## config.mk

```make
export PLATFORM = sky130hd
export DESIGN_NAME = resistive_touch_sample_filter_core
export DESIGN_NICKNAME = d
export VERILOG_FILES = /design/src/rtl/rtsf_pkg.sv /design/src/rtl/resistive_touch_sample_filter_core.sv /design/src/rtl/rtsf_regs.sv /design/src/rtl/rtsf_ctrl.sv /design/src/rtl/rtsf_datapath.sv
export SDC_FILE = /design/constraint.sdc
export NUM_CORES = 2
export LEC_CHECK = 0
export BUFFER_PORTS_ARGS = -buffer_cell sky130_fd_sc_hd__buf_2
export CORE_ASPECT_RATIO = 1.75
export CORE_MARGIN = 1.5
export CORE_UTILIZATION = 45
export CTS_BUF_LIST = sky130_fd_sc_hd__clkbuf_2
export DETAILED_ROUTE_END_ITERATION = 10
export PLACE_DENSITY_LB_ADDON = 0.15
export SLEW_MARGIN = 20
export SYNTH_ARGS = -nofsm -noshare
export SYNTH_HDL_FRONTEND = slang
export SYNTH_SLANG_ARGS = --single-unit
```

## constraint.sdc

```tcl
create_clock -name aclk -period 8.8 [get_ports aclk]
set_clock_uncertainty 0.05 [all_clocks]
set_input_delay 0.88 -clock aclk [delete_from_list [all_inputs] [get_ports aclk]]
set_output_delay 0.88 -clock aclk [all_outputs]
set_load 0.01 [all_outputs]
```

## src/rtl/rtsf_pkg.sv

```systemverilog
// Shared types and constants for the resistive touch sample filter.
package rtsf_pkg;

    // Input action codes
    localparam logic [1:0] ACT_SAMPLE = 2'd0;
    localparam logic [1:0] ACT_PEN_UP = 2'd1;
    localparam logic [1:0] ACT_ACK    = 2'd2;
    localparam logic [1:0] ACT_NONE   = 2'd3;

    // Group order within one reading
    localparam logic [1:0] GRP_X1 = 2'd0;
    localparam logic [1:0] GRP_Y1 = 2'd1;
    localparam logic [1:0] GRP_X2 = 2'd2;
    localparam logic [1:0] GRP_Y2 = 2'd3;

    // Register map (word index)
    localparam int         ADDR_W           = 5;
    localparam logic [2:0] REG_AGREE_RANGE  = 3'd0;
    localparam logic [2:0] REG_RAW_MODE     = 3'd1;
    localparam logic [2:0] REG_LANDSCAPE    = 3'd2;
    localparam logic [2:0] REG_SCREEN_WIDTH = 3'd3;
    localparam logic [2:0] REG_X_GAIN       = 3'd4;
    localparam logic [2:0] REG_X_OFFSET     = 3'd5;
    localparam logic [2:0] REG_Y_GAIN       = 3'd6;
    localparam logic [2:0] REG_Y_OFFSET     = 3'd7;

    localparam logic [15:0] COORD_NONE = 16'hFFFF;

    typedef struct packed {
        logic [11:0]        agree_range;
        logic               raw_mode;
        logic               landscape;
        logic [15:0]        screen_width;
        logic signed [17:0] x_gain;
        logic signed [15:0] x_offset;
        logic signed [17:0] y_gain;
        logic signed [15:0] y_offset;
    } cfg_t;

    typedef enum logic [3:0] {
        ST_IDLE,
        ST_SORT,
        ST_SUM,
        ST_MUL,
        ST_QUOT,
        ST_CHECK,
        ST_CALX,
        ST_CALY,
        ST_UPDATE,
        ST_EMIT
    } state_t;

    typedef struct packed {
        logic store_sample;
        logic pen_up;
        logic ack;
        logic sort_step;
        logic sort_odd;
        logic sum_step;
        logic sum_take;
        logic mul;
        logic quot;
        logic check;
        logic cal_x;
        logic cal_y;
        logic update;
        logic emit;
    } dp_cmd_t;

    typedef struct packed {
        logic group_full;
        logic last_group;
        logic out_free;
    } dp_sts_t;

endpackage

```

## src/rtl/resistive_touch_sample_filter_core.sv

```systemverilog
// Top level of the resistive touch sample filter: config bank, controller, datapath.
//
//  Channel | Direction | Handshake              | Payload
//  --------+-----------+------------------------+----------------------------------------
//  s_      | in        | s_valid / s_ready      | s_action[1:0], s_sample[ADC_BITS-1:0]
//  m_      | out       | m_valid / m_ready      | m_x_coord, m_y_coord, m_reading_ok,
//          |           |                        | m_pressed, m_caught, m_start_x, m_start_y
//  APB     | in        | psel/penable/pready    | paddr[4:0], pwdata, prdata (32 bit)
//
// Sequence: a sample that does not close a group leaves the controller idle (s_ready
// stays high). Closing a group adds N sort steps of the odd-even network,
// N-DROP trim-sum steps and the divide (reciprocal multiply, then select).
// The last group of a reading adds check, two calibration multiplies, update and
// result load. Pen-up and acknowledge transactions go through the result load step.
// Any result waits in the output register; the block stalls in its load step until
// that register frees.
// Reset: aresetn is synchronous, active low; flags, coordinates and config go to
// their defaults, the group buffer and averages stay unknown until written.
module resistive_touch_sample_filter_core #(
    parameter int SAMPLES_PER_GROUP = 5,
    parameter int DROP_EACH_END     = 1,
    parameter int ADC_BITS          = 12
) (
    input  logic                         aclk,
    input  logic                         aresetn,
    // input transactions
    input  logic                         s_valid,
    output logic                         s_ready,
    input  logic [1:0]                   s_action,
    input  logic [ADC_BITS-1:0]          s_sample,
    // result transactions
    output logic                         m_valid,
    input  logic                         m_ready,
    output logic [15:0]                  m_x_coord,
    output logic [15:0]                  m_y_coord,
    output logic                         m_reading_ok,
    output logic                         m_pressed,
    output logic                         m_caught,
    output logic [15:0]                  m_start_x,
    output logic [15:0]                  m_start_y,
    // configuration
    input  logic                         psel,
    input  logic                         penable,
    input  logic                         pwrite,
    input  logic [rtsf_pkg::ADDR_W-1:0]  paddr,
    input  logic [31:0]                  pwdata,
    output logic [31:0]                  prdata,
    output logic                         pready
);

    // Trim clamps so at least one value survives.
    localparam int DROP = (2 * DROP_EACH_END >= SAMPLES_PER_GROUP)
                          ? (SAMPLES_PER_GROUP - 1) / 2 : DROP_EACH_END;

    rtsf_pkg::cfg_t    cfg;
    rtsf_pkg::dp_cmd_t cmd;
    rtsf_pkg::dp_sts_t sts;

    rtsf_regs u_regs (
        .aclk    (aclk),
        .aresetn (aresetn),
        .psel    (psel),
        .penable (penable),
        .pwrite  (pwrite),
        .paddr   (paddr),
        .pwdata  (pwdata),
        .prdata  (prdata),
        .pready  (pready),
        .cfg     (cfg)
    );

    // Controller sequences one transaction at a time.
    rtsf_ctrl #(
        .N    (SAMPLES_PER_GROUP),
        .DROP (DROP)
    ) u_ctrl (
        .aclk     (aclk),
        .aresetn  (aresetn),
        .s_valid  (s_valid),
        .s_action (s_action),
        .sts      (sts),
        .s_ready  (s_ready),
        .cmd      (cmd)
    );

    rtsf_datapath #(
        .N        (SAMPLES_PER_GROUP),
        .DROP     (DROP),
        .ADC_BITS (ADC_BITS)
    ) u_dp (
        .aclk         (aclk),
        .aresetn      (aresetn),
        .cfg          (cfg),
        .cmd          (cmd),
        .sample       (s_sample),
        .m_ready      (m_ready),
        .m_valid      (m_valid),
        .m_x_coord    (m_x_coord),
        .m_y_coord    (m_y_coord),
        .m_reading_ok (m_reading_ok),
        .m_pressed    (m_pressed),
        .m_caught     (m_caught),
        .m_start_x    (m_start_x),
        .m_start_y    (m_start_y),
        .sts          (sts)
    );

`ifndef SYNTHESIS
    // Pen-up / acknowledge must go to the result load step, not straight back to idle.
    a_cmd_blocks: assert property (@(posedge aclk) disable iff (!aresetn)
        s_valid && s_ready && (s_action == rtsf_pkg::ACT_PEN_UP ||
                               s_action == rtsf_pkg::ACT_ACK) |=> !s_ready)
        else $error("pen-up/ack transaction did not hold off input");

    // An accepted reading always leaves the pen marked as pressed.
    a_ok_pressed: assert property (@(posedge aclk) disable iff (!aresetn)
        m_valid && m_reading_ok |-> m_pressed)
        else $error("reading taken without pressed flag");

    // Reset empties the result register.
    a_reset_empty: assert property (@(posedge aclk)
        !aresetn |=> !m_valid)
        else $error("result valid right after reset");
`endif

endmodule

```

## src/rtl/rtsf_regs.sv

```systemverilog
// APB configuration register bank.
module rtsf_regs (
    input  logic                         aclk,
    input  logic                         aresetn,
    input  logic                         psel,
    input  logic                         penable,
    input  logic                         pwrite,
    input  logic [rtsf_pkg::ADDR_W-1:0]  paddr,
    input  logic [31:0]                  pwdata,
    output logic [31:0]                  prdata,
    output logic                         pready,
    output rtsf_pkg::cfg_t               cfg
);

    rtsf_pkg::cfg_t cfg_reg;
    logic           wr_en;

    assign wr_en  = psel && penable && pwrite;
    assign pready = 1'b1;
    assign cfg    = cfg_reg;

    always_ff @(posedge aclk) begin
        if (!aresetn) begin
            cfg_reg.agree_range  <= 12'd50;
            cfg_reg.raw_mode     <= 1'b0;
            cfg_reg.landscape    <= 1'b0;
            cfg_reg.screen_width <= 16'd240;
            cfg_reg.x_gain       <= 18'sd65536;
            cfg_reg.x_offset     <= 16'sd0;
            cfg_reg.y_gain       <= 18'sd65536;
            cfg_reg.y_offset     <= 16'sd0;
        end else if (wr_en) begin
            unique case (paddr[4:2])
                rtsf_pkg::REG_AGREE_RANGE:  cfg_reg.agree_range  <= pwdata[11:0];
                rtsf_pkg::REG_RAW_MODE:     cfg_reg.raw_mode     <= pwdata[0];
                rtsf_pkg::REG_LANDSCAPE:    cfg_reg.landscape    <= pwdata[0];
                rtsf_pkg::REG_SCREEN_WIDTH: cfg_reg.screen_width <= pwdata[15:0];
                rtsf_pkg::REG_X_GAIN:       cfg_reg.x_gain       <= pwdata[17:0];
                rtsf_pkg::REG_X_OFFSET:     cfg_reg.x_offset     <= pwdata[15:0];
                rtsf_pkg::REG_Y_GAIN:       cfg_reg.y_gain       <= pwdata[17:0];
                rtsf_pkg::REG_Y_OFFSET:     cfg_reg.y_offset     <= pwdata[15:0];
                default: ;
            endcase
        end
    end

    always_comb begin
        unique case (paddr[4:2])
            rtsf_pkg::REG_AGREE_RANGE:  prdata = {20'd0, cfg_reg.agree_range};
            rtsf_pkg::REG_RAW_MODE:     prdata = {31'd0, cfg_reg.raw_mode};
            rtsf_pkg::REG_LANDSCAPE:    prdata = {31'd0, cfg_reg.landscape};
            rtsf_pkg::REG_SCREEN_WIDTH: prdata = {16'd0, cfg_reg.screen_width};
            rtsf_pkg::REG_X_GAIN:       prdata = {14'd0, cfg_reg.x_gain};
            rtsf_pkg::REG_X_OFFSET:     prdata = {16'd0, cfg_reg.x_offset};
            rtsf_pkg::REG_Y_GAIN:       prdata = {14'd0, cfg_reg.y_gain};
            rtsf_pkg::REG_Y_OFFSET:     prdata = {16'd0, cfg_reg.y_offset};
            default:                    prdata = 32'd0;
        endcase
    end

endmodule

```

## src/rtl/rtsf_ctrl.sv

```systemverilog
// Sequencing state machine: collection, sort, trim sum, divide, calibrate, emit.
module rtsf_ctrl #(
    parameter int N    = 5,
    parameter int DROP = 1
) (
    input  logic                aclk,
    input  logic                aresetn,
    input  logic                s_valid,
    input  logic [1:0]          s_action,
    input  rtsf_pkg::dp_sts_t   sts,
    output logic                s_ready,
    output rtsf_pkg::dp_cmd_t   cmd
);

    localparam int CW = $clog2(N + 1);
    localparam logic [CW-1:0] SORT_LAST = CW'(N - 1);
    localparam logic [CW-1:0] SUM_LAST  = CW'(N - DROP - 1);
    localparam logic [CW-1:0] DROP_C    = CW'(DROP);

    rtsf_pkg::state_t state_reg, state_next;
    logic [CW-1:0]    step_reg, step_next;
    logic             accept;

    assign accept = s_valid && (state_reg == rtsf_pkg::ST_IDLE);

    always_ff @(posedge aclk) begin
        if (!aresetn) begin
            state_reg <= rtsf_pkg::ST_IDLE;
            step_reg  <= '0;
        end else begin
            state_reg <= state_next;
            step_reg  <= step_next;
        end
    end

    // next state
    always_comb begin
        state_next = state_reg;
        step_next  = step_reg;
        unique case (state_reg)
            rtsf_pkg::ST_IDLE: begin
                step_next = '0;
                if (accept) begin
                    unique case (s_action)
                        rtsf_pkg::ACT_SAMPLE: begin
                            if (sts.group_full) state_next = rtsf_pkg::ST_SORT;
                        end
                        rtsf_pkg::ACT_PEN_UP: state_next = rtsf_pkg::ST_EMIT;
                        rtsf_pkg::ACT_ACK:    state_next = rtsf_pkg::ST_EMIT;
                        default: ;
                    endcase
                end
            end
            rtsf_pkg::ST_SORT: begin
                if (step_reg == SORT_LAST) begin
                    step_next  = '0;
                    state_next = rtsf_pkg::ST_SUM;
                end else begin
                    step_next = step_reg + 1'b1;
                end
            end
            rtsf_pkg::ST_SUM: begin
                if (step_reg == SUM_LAST) begin
                    step_next  = '0;
                    state_next = rtsf_pkg::ST_MUL;
                end else begin
                    step_next = step_reg + 1'b1;
                end
            end
            rtsf_pkg::ST_MUL:  state_next = rtsf_pkg::ST_QUOT;
            rtsf_pkg::ST_QUOT: begin
                state_next = sts.last_group ? rtsf_pkg::ST_CHECK : rtsf_pkg::ST_IDLE;
            end
            rtsf_pkg::ST_CHECK:  state_next = rtsf_pkg::ST_CALX;
            rtsf_pkg::ST_CALX:   state_next = rtsf_pkg::ST_CALY;
            rtsf_pkg::ST_CALY:   state_next = rtsf_pkg::ST_UPDATE;
            rtsf_pkg::ST_UPDATE: state_next = rtsf_pkg::ST_EMIT;
            rtsf_pkg::ST_EMIT: begin
                if (sts.out_free) state_next = rtsf_pkg::ST_IDLE;
            end
            default: state_next = rtsf_pkg::ST_IDLE;
        endcase
    end

    // outputs
    always_comb begin
        cmd     = '0;
        s_ready = 1'b0;
        unique case (state_reg)
            rtsf_pkg::ST_IDLE: begin
                s_ready          = 1'b1;
                cmd.store_sample = accept && (s_action == rtsf_pkg::ACT_SAMPLE);
                cmd.pen_up       = accept && (s_action == rtsf_pkg::ACT_PEN_UP);
                cmd.ack          = accept && (s_action == rtsf_pkg::ACT_ACK);
            end
            rtsf_pkg::ST_SORT: begin
                cmd.sort_step = 1'b1;
                cmd.sort_odd  = step_reg[0];
            end
            rtsf_pkg::ST_SUM: begin
                cmd.sum_step = 1'b1;
                cmd.sum_take = (step_reg >= DROP_C);
            end
            rtsf_pkg::ST_MUL:    cmd.mul    = 1'b1;
            rtsf_pkg::ST_QUOT:   cmd.quot   = 1'b1;
            rtsf_pkg::ST_CHECK:  cmd.check  = 1'b1;
            rtsf_pkg::ST_CALX:   cmd.cal_x  = 1'b1;
            rtsf_pkg::ST_CALY:   cmd.cal_y  = 1'b1;
            rtsf_pkg::ST_UPDATE: cmd.update = 1'b1;
            rtsf_pkg::ST_EMIT:   cmd.emit   = sts.out_free;
            default: ;
        endcase
    end

endmodule

```

## src/rtl/rtsf_datapath.sv

```systemverilog
// Datapath: group buffer, sort network step, trim sum, divider, calibration, touch state.
module rtsf_datapath #(
    parameter int N        = 5,
    parameter int DROP     = 1,
    parameter int ADC_BITS = 12
) (
    input  logic                  aclk,
    input  logic                  aresetn,
    input  rtsf_pkg::cfg_t        cfg,
    input  rtsf_pkg::dp_cmd_t     cmd,
    input  logic [ADC_BITS-1:0]   sample,
    input  logic                  m_ready,
    output logic                  m_valid,
    output logic [15:0]           m_x_coord,
    output logic [15:0]           m_y_coord,
    output logic                  m_reading_ok,
    output logic                  m_pressed,
    output logic                  m_caught,
    output logic [15:0]           m_start_x,
    output logic [15:0]           m_start_y,
    output rtsf_pkg::dp_sts_t     sts
);

    localparam int POS_W   = $clog2(N);
    localparam int KEEP    = N - 2 * DROP;
    localparam int KEEP_LG = $clog2(KEEP);
    localparam int SUM_W   = ADC_BITS + KEEP_LG;
    localparam int SHIFT   = SUM_W + KEEP_LG;
    localparam int PROD_W  = SUM_W + SHIFT + 1;
    // ceil(2^SHIFT / KEEP): exact quotient for every sum below 2^SUM_W
    localparam longint RECIP = ((longint'(1) << SHIFT) + KEEP - 1) / KEEP;
    localparam logic [SHIFT:0] RECIP_C = (SHIFT + 1)'(RECIP);
    localparam logic [POS_W-1:0] POS_LAST = POS_W'(N - 1);

    logic [ADC_BITS-1:0] grp_buf_reg [N];
    logic [ADC_BITS-1:0] sorted      [N];
    logic [POS_W-1:0]    pos_reg;
    logic [1:0]          grp_reg;
    logic [SUM_W-1:0]    sum_reg;
    logic [PROD_W-1:0]   prod_reg;
    logic [ADC_BITS-1:0] avg;
    logic [ADC_BITS-1:0] x1_avg_reg, y1_avg_reg, x2_avg_reg, y2_avg_reg;
    logic                ok_reg;
    logic [ADC_BITS-1:0] rx_reg, ry_reg;
    logic signed [34:0]  cal_prod_reg;
    logic [15:0]         cal_x_reg;
    logic [15:0]         cal_y;
    logic [15:0]         held_x_reg, held_y_reg;
    logic [15:0]         start_x_reg, start_y_reg;
    logic                pressed_reg, caught_reg;
    logic [15:0]         hx_new, hy_new;
    logic signed [16:0]  rx_s, ry_s;

    logic                m_valid_reg;
    logic [15:0]         m_x_coord_reg, m_y_coord_reg, m_start_x_reg, m_start_y_reg;
    logic                m_reading_ok_reg, m_pressed_reg, m_caught_reg;

    function automatic logic agree(input logic [ADC_BITS-1:0] a,
                                   input logic [ADC_BITS-1:0] b,
                                   input logic [11:0] range);
        logic [ADC_BITS-1:0] d;
        d = (a >= b) ? (a - b) : (b - a);
        return 17'(d) < 17'(range);
    endfunction

    // (prod + off*2^16) / 2^16 toward zero, clamped to 0..65535
    function automatic logic [15:0] cal_sat(input logic signed [34:0] p,
                                            input logic signed [15:0] off);
        logic signed [35:0] num;
        num = 36'(p) + (36'(off) <<< 16);
        if (num[35])            return 16'd0;
        else if (|num[34:32])   return 16'hFFFF;
        else                    return num[31:16];
    endfunction

    // odd-even transposition step
    always_comb begin
        for (int i = 0; i < N; i++) sorted[i] = grp_buf_reg[i];
        for (int i = 0; i < N - 1; i++) begin
            if ((i % 2 == 1) == cmd.sort_odd && grp_buf_reg[i] > grp_buf_reg[i + 1]) begin
                sorted[i]     = grp_buf_reg[i + 1];
                sorted[i + 1] = grp_buf_reg[i];
            end
        end
    end

    always_ff @(posedge aclk) begin
        if (cmd.store_sample) grp_buf_reg[pos_reg] <= sample;
        else if (cmd.sort_step) begin
            for (int i = 0; i < N; i++) grp_buf_reg[i] <= sorted[i];
        end else if (cmd.sum_step) begin
            for (int i = 0; i < N - 1; i++) grp_buf_reg[i] <= grp_buf_reg[i + 1];
        end
    end

    assign avg  = prod_reg[SHIFT +: ADC_BITS];
    assign rx_s = {1'b0, 16'(rx_reg)};
    assign ry_s = {1'b0, 16'(ry_reg)};
    assign cal_y = cal_sat(cal_prod_reg, cfg.y_offset);

    // payload registers of the arithmetic chain
    always_ff @(posedge aclk) begin
        if (cmd.sort_step) sum_reg <= '0;
        if (cmd.sum_step && cmd.sum_take) sum_reg <= sum_reg + SUM_W'(grp_buf_reg[0]);
        if (cmd.mul) prod_reg <= PROD_W'(sum_reg) * PROD_W'(RECIP_C);
        if (cmd.quot) begin
            case (grp_reg)
                rtsf_pkg::GRP_X1: x1_avg_reg <= avg;
                rtsf_pkg::GRP_Y1: y1_avg_reg <= avg;
                rtsf_pkg::GRP_X2: x2_avg_reg <= avg;
                default:          y2_avg_reg <= avg;
            endcase
        end
        if (cmd.check) begin
            rx_reg <= ADC_BITS'(((ADC_BITS + 1)'(x1_avg_reg) + x2_avg_reg) >> 1);
            ry_reg <= ADC_BITS'(((ADC_BITS + 1)'(y1_avg_reg) + y2_avg_reg) >> 1);
        end
        if (cmd.cal_x) cal_prod_reg <= cfg.x_gain * rx_s;
        if (cmd.cal_y) begin
            cal_x_reg    <= cal_sat(cal_prod_reg, cfg.x_offset);
            cal_prod_reg <= cfg.y_gain * ry_s;
        end
    end

    always_comb begin
        hx_new = held_x_reg;
        hy_new = held_y_reg;
        if (ok_reg) begin
            hx_new = cfg.raw_mode ? 16'(rx_reg) : cal_x_reg;
            hy_new = cfg.raw_mode ? 16'(ry_reg) : cal_y;
        end
    end

    // touch state and collection position
    always_ff @(posedge aclk) begin
        if (!aresetn) begin
            pos_reg     <= '0;
            grp_reg     <= rtsf_pkg::GRP_X1;
            ok_reg      <= 1'b0;
            held_x_reg  <= rtsf_pkg::COORD_NONE;
            held_y_reg  <= rtsf_pkg::COORD_NONE;
            start_x_reg <= '0;
            start_y_reg <= '0;
            pressed_reg <= 1'b0;
            caught_reg  <= 1'b0;
        end else begin
            if (cmd.store_sample) pos_reg <= (pos_reg == POS_LAST) ? '0 : pos_reg + 1'b1;
            if (cmd.quot) grp_reg <= grp_reg + 1'b1;
            if (cmd.check) begin
                ok_reg <= agree(x1_avg_reg, x2_avg_reg, cfg.agree_range)
                       && agree(y1_avg_reg, y2_avg_reg, cfg.agree_range);
            end
            if (cmd.pen_up) begin
                ok_reg  <= 1'b0;
                pos_reg <= '0;
                grp_reg <= rtsf_pkg::GRP_X1;
                if (pressed_reg) begin
                    pressed_reg <= 1'b0;
                end else begin
                    start_x_reg <= '0;
                    start_y_reg <= '0;
                    held_x_reg  <= rtsf_pkg::COORD_NONE;
                    held_y_reg  <= rtsf_pkg::COORD_NONE;
                end
            end
            if (cmd.ack) begin
                ok_reg     <= 1'b0;
                caught_reg <= 1'b0;
            end
            if (cmd.update) begin
                if (!pressed_reg) begin
                    pressed_reg <= 1'b1;
                    caught_reg  <= 1'b1;
                    start_x_reg <= hx_new;
                    start_y_reg <= hy_new;
                end
                if (cfg.landscape) begin
                    held_x_reg <= cfg.screen_width - hy_new;
                    held_y_reg <= hx_new;
                end else begin
                    held_x_reg <= hx_new;
                    held_y_reg <= hy_new;
                end
            end
        end
    end

    // result register
    always_ff @(posedge aclk) begin
        if (!aresetn) begin
            m_valid_reg <= 1'b0;
        end else if (cmd.emit) begin
            m_valid_reg <= 1'b1;
        end else if (m_ready) begin
            m_valid_reg <= 1'b0;
        end
    end

    always_ff @(posedge aclk) begin
        if (cmd.emit) begin
            m_x_coord_reg    <= held_x_reg;
            m_y_coord_reg    <= held_y_reg;
            m_reading_ok_reg <= ok_reg;
            m_pressed_reg    <= pressed_reg;
            m_caught_reg     <= caught_reg;
            m_start_x_reg    <= start_x_reg;
            m_start_y_reg    <= start_y_reg;
        end
    end

    assign m_valid      = m_valid_reg;
    assign m_x_coord    = m_x_coord_reg;
    assign m_y_coord    = m_y_coord_reg;
    assign m_reading_ok = m_reading_ok_reg;
    assign m_pressed    = m_pressed_reg;
    assign m_caught     = m_caught_reg;
    assign m_start_x    = m_start_x_reg;
    assign m_start_y    = m_start_y_reg;

    assign sts.group_full = (pos_reg == POS_LAST);
    assign sts.last_group = (grp_reg == rtsf_pkg::GRP_Y2);
    assign sts.out_free   = !m_valid_reg || m_ready;

endmodule
```

# Word level (Yosys, flattened, before mapping)
# Memories as Yosys holds them, arrays and structs flattened.
# Cells that the tools add are included.
# classes
muxes	79
n_eq_ne	31
order_cmp	9
reduce_logical	44
n_bitwise	7
n_mul	3
n_addsub	13
# ops
operator	n
16-bit 2-to-1 mux	21
32-bit case mux with 8 select lines	1
24-bit 2-to-1 mux	4
12-bit 2-to-1 mux	7
35-bit by 32-bit adder with 36-bit output	2
35-bit 2-to-1 mux	2
18-bit by 13-bit multiplier with 31-bit output	2
12-bit > comparator	4
12-bit subtractor	4
4-bit case mux with 10 select lines	1
14-bit 2-to-1 mux	2
14-bit by 14-bit multiplier with 27-bit output (second input constant)	1
12-bit by 12-bit adder with 13-bit output	2
1-bit 2-to-1 mux	26
2-bit AND reduction	13
12-bit >= comparator	2
12-bit < comparator	2
4-bit 2-to-1 mux	5
3-bit == test (second input constant)	6
3-bit 2-to-1 mux	6
4-bit by 3-bit == test with 1-bit output (second input constant)	4
16-bit subtractor	1
14-bit by 12-bit adder with 14-bit output	1
1-bit logical AND	12
29 further kinds	55
# word_totals
mem_count	1
elab_cells	224
ff_bits	409
mem_bits_rw	60
output_inout_bits	102
# mem_list
name	words	width	rd	rd_ports_with_merged_regs	write_ports	line_no	rtl
u_dp.grp_buf_reg	5	12	5	0	5	rtsf_datapath.sv:35	logic [ADC_BITS-1:0] grp_buf_reg [N];

# Longest topological paths before layout
# depth
depth_word	9
ltp_mapped	23
ltp_nobuf	22

# Hierarchy
# From an unflattened synthesis, not the netlist that was laid out.
# hier_totals
cells_unflattened	4564
hier_area_um2	43012.5
# by_module_without_submodules
mod	instances	area_each_um2	cells_each	seq_area_each_um2
rtsf_datapath	1	37662.4	3913	9148.8
rtsf_regs	1	4694.5	570	1961.9
rtsf_ctrl	1	655.6	81	140.1

# Least setup slack after synthesis
# No wires, ideal clock.
# synth_timing
path_type	input-to-reg
start	input m_ready
end	register u_dp.m_caught_reg (netlist: u_dp.m_caught) (enable)
cell_stages	2
n_path_buf	0
setup_slack_ns	2.695
setup_time_ns	0.574
t_arrival_ns	5.481
required_ns	8.176
path_cell_list	nor2b_1 nor3_1
# synth_rtl
item	line_no	rtl
from (decl)	resistive_touch_sample_filter_core.sv:33	input logic m_ready,
to (signal assigned)	rtsf_datapath.sv:205	m_caught_reg <= caught_reg;
to (decl)	rtsf_datapath.sv:56	logic m_reading_ok_reg, m_pressed_reg, m_caught_reg;

# Worst setup path after layout
# layout_timing
start	register u_dp.ry_reg[3]
end	register u_dp.cal_prod_reg[33], data pin
# layout_between
elab_chain_cells	2
# layout_rtl
item	line_no	rtl
from (decl)	rtsf_datapath.sv:44	logic [ADC_BITS-1:0] rx_reg, ry_reg;
from (signal assigned)	rtsf_datapath.sv:116	ry_reg <= ADC_BITS'(((ADC_BITS + 1)'(y1_avg_reg) + y2_avg_reg) >> 1);
18-bit by 13-bit multiplier with 31-bit output	rtsf_datapath.sv:121	cal_prod_reg <= cfg.y_gain * ry_s;
35-bit 2-to-1 mux	rtsf_datapath.sv:119	if (cmd.cal_y) begin
to (signal assigned)	rtsf_datapath.sv:118	if (cmd.cal_x) cal_prod_reg <= cfg.x_gain * rx_s;
to (signal assigned)	rtsf_datapath.sv:121	
to (decl)	rtsf_datapath.sv:45	logic signed [34:0] cal_prod_reg;
# No other way between the ends.
# A chain may end at the register's enable or synchronous reset.

==> impl_metrics.ini <==
[setup_path]
crit_fanout = 20
cp.arrival_ns = 7.79
r2r_cells = 20
cp-end-kind = flip-flop
start_kind = flip-flop
required_ns = 9.58
crit_type = flip-flop to flip-flop

[clock_network]
cts-root-buf = clkbuf_2
clk_pin_slew_ns = 0.12
clock_path_buffers = 3
clock_sinks = 434
cts_setup_buffers = 0
cts_made_buffers = 106
clock_latency_ns = 1.23
cts_tree = yes
h-tree-depth = 3

[route]
dr_total_vias = 32600
first_iter_violations = 1639
routed_wirelength_um = 124000
drc = 0
antenna_left = 0
wl_per_cell_um = 20.7
viasPerCell = 5.45
dr.pass1.iters = 7

[global_routing]
grt_usage_pct = 25.9
grt_start_max_net_pins = 102
grt_pass1_vias = 34200
grt_antenna_before_repair = 12
grt-ovfl-total = 0
grt_first_pass_wirelength_um = 192000

[layout]
syn_to_final_growth_pct = 7.11
instances_no_fill = 5970
drive_gt1_share_pct = 8.05
fill_cells = 9101
nNetsFinal = 5626
largest_reg_flops = 98

[timing]
period_needed_ns = 7.01
rsz0062_at_grt = false
fmax_ghz = 0.143
final.setup.tns_ns = 0
min_period_over_period_pct = 79.7
worst_slew_pin_slew_ns = 1.18
max-slew-margin-rel_pct = 21.6
finalHoldViolCount = 0
finalMaxSlewViolations = 0
setup_violations = 0

[power]
vdd.ir_drop.worst_v = 0.00109
p_total_mw = 11.5
p_leak_nw = 21.2
powerDensity_nw_per_um2 = 250

[floorplan]
die_area_um2 = 96900
io-pin-count = 160
die-height_um = 411
core_area_um2 = 94100
fp.dieW_um = 236
core.rowCount = 149
start_util_pct = 45.4

[synth]
synthesis.area_um2 = 42800
yosys_warnings = 0
synthArstFlopShare_pct = 0
synthCells = 4557
ys_ff_latch = 434
synth_area_per_cell_um2 = 9.38
synth_flop_cell = edfxtp_1
yosysSeqAreaShare_pct = 26.3
ys_types = 82
synth_edf_count = 256

[min_path]
hold_depth = 5
hold_path.class = input port to flip-flop

[placed_design]
dp.cells = 5733
finalWeightedCongestion = 0.921
io_buffer_count = 128
dp_hpwl_um = 99600

[run_status]
outcome = completed

[job]
cap_violations = 0
per-layer routing:
metal / vias to the layer above / part of all wire [%] / global-route usage, %
li1: 15200 / - / -
met1: 16100 / 36 / 26.9
met2: 912 / 54 / 49.2
met3: 340 / 4.1 / 3.11
met4: 18 / 6.6 / 15.9
met5: - / 0.079 / 0
path summary, 6_finish.rpt:
| path | startpoint | endpoint | slack (ns) |
|---|---|---|---|
| max | u_dp.ry_reg[3] | u_dp.cal_prod_reg[33] | 1.79 |
| min | s_action[0] | u_dp.pos_reg[2] | 0.22 |
| max reg2reg | u_dp.ry_reg[3] | u_dp.cal_prod_reg[33] | 1.79 |
| min reg2reg | u_dp.start_y_reg[2] | u_dp.m_start_y[2] | 0.38 |
worst max-delay path, stage by stage (launching register included):
cell and delay, ns:
edfxtp_1 1.08, and2_1 0.26, fa_1 0.41, inv_1 0.08, fa_1 0.42, inv_1 0.09
fa_1 0.45, fa_1 0.55, inv_1 0.05, fa_1 0.49, inv_1 0.05, ha_1 0.29
a211oi_1 0.23, o21ai_0 0.19, a211oi_1 0.34, o31ai_1 0.21, a211oi_1 0.49, a21oi_1 0.24
a221oi_1 0.36, xnor2_1 0.18, a21oi_1 0.10
report_power, final:
group / internal (mW) / total [mW] / leakage, nW / switching, mW
sequential: 2.75 / 3.04 / 3.73 / 0.283
clock: 0.562 / 1.46 / 0.785 / 0.895
combinational: 2.98 / 6.96 / 16.7 / 3.98
timing repair:
action / in CTS / in global routing
resized for setup: 0 / 0
endpoints found under the hold margin: 130 / 0
hold buffers: 37 / 0
logic make-up (layout without fill, tap and decap cells):
logic type / Yosys count / in the layout / share of synthesized area [%]
and+or+nand+nor: 1172 / 1172 / 12.5
buffers and inverters: 1033 / 1223 / 9.26
adders and majority gates: 898 / 898 / 34.4
AOI/OAI and AO/OA: 816 / 816 / 12.8
DFF: 434 / 434 / 26.3
xor gates and xnor gates: 144 / 144 / 2.95
muxes: 58 / 58 / 1.79
other: 2 / 17 / 0.0176
cell usage in the layout, fill, tap and decap left out, types with 28 or more instances in the layout:
cell	synthesis	routed
a211oi_1	29	29
fa_1	460	460
and2_1	198	198
o21bai_1	41	41
a21boi_0	98	98
nand2_1	596	596
dfxtp_1	178	177
nand2b_1	28	28
clkbuf_2	0	161
xor2_1	45	45
inv_1	827	827
a21o_1	59	59
nor3_1	42	41
nor2b_1	34	33
nand3_1	32	32
mux2i_1	38	38
edfxtp_1	256	256
buf_4	15	32
ha_1	438	438
nor2_1	163	159
o21ai_0	154	154
xnor2_1	99	99
buf_2	3	127
nand4_1	29	29
a221o_1	38	38
dlygate4sd3_1	0	37
a21oi_1	198	197
metrics by stage:
step / setup WS [ns] / utilization, % / hold slack [ns] / instance area [um^2]
detailed placement: 1.85 / 47.1 / 0.367 / 44400
global placement: 1.94 / 47.1 / 0.365 / 44400
floorplan: 2.69 / - / 0.351 / 42800
finish: 1.79 / 48.6 / 0.217 / 45800
CTS: 1.72 / 48.6 / 0.0610 / 45800
global route: 1.32 / 48.6 / 0.122 / 45800
area by class of cell:
cell class / count / area [um^2] / share of cell area [%]
Multi-Input combinational cell: 3103 / 27600 / 60.3
Sequential cell: 434 / 11300 / 24.6
Inverter: 829 / 3110 / 6.80
Tap cell: 1208 / 1510 / 3.30
Timing Repair Buffer: 196 / 1250 / 2.72
Clock buffer: 161 / 806 / 1.76
Clock inverter: 37 / 230 / 0.503
Antenna cell: 2 / 5.00 / 0.0109
synth_stat cells (15+ instances only):
cell	number	share of area, %
nand3_1	32	0.37
xnor2_1	99	2.0
and2_1	198	2.9
buf_1	16	0.14
ha_1	438	13
a211oi_1	29	0.51
dfxtp_1	178	8.3
a21oi_1	198	2.3
a21o_1	59	1.0
o21ai_0	154	1.8
clkbuf_1	167	1.5
a22oi_1	21	0.37
o21bai_1	41	0.72
a221o_1	38	0.89
nor2_1	163	1.4
xor2_1	45	0.92
nand4_1	29	0.42
nor3_1	42	0.49
inv_1	827	7.3
a21boi_0	98	1.7
nand2_1	596	5.2
nor2b_1	34	0.50
a31oi_1	28	0.41
edfxtp_1	256	18
fa_1	460	22
nand2b_1	28	0.41
o21a_1	20	0.35
and3_1	15	0.22
a221oi_1	19	0.39
buf_4	15	0.26
mux2i_1	38	0.89
(Power assumes the default switching activity.)
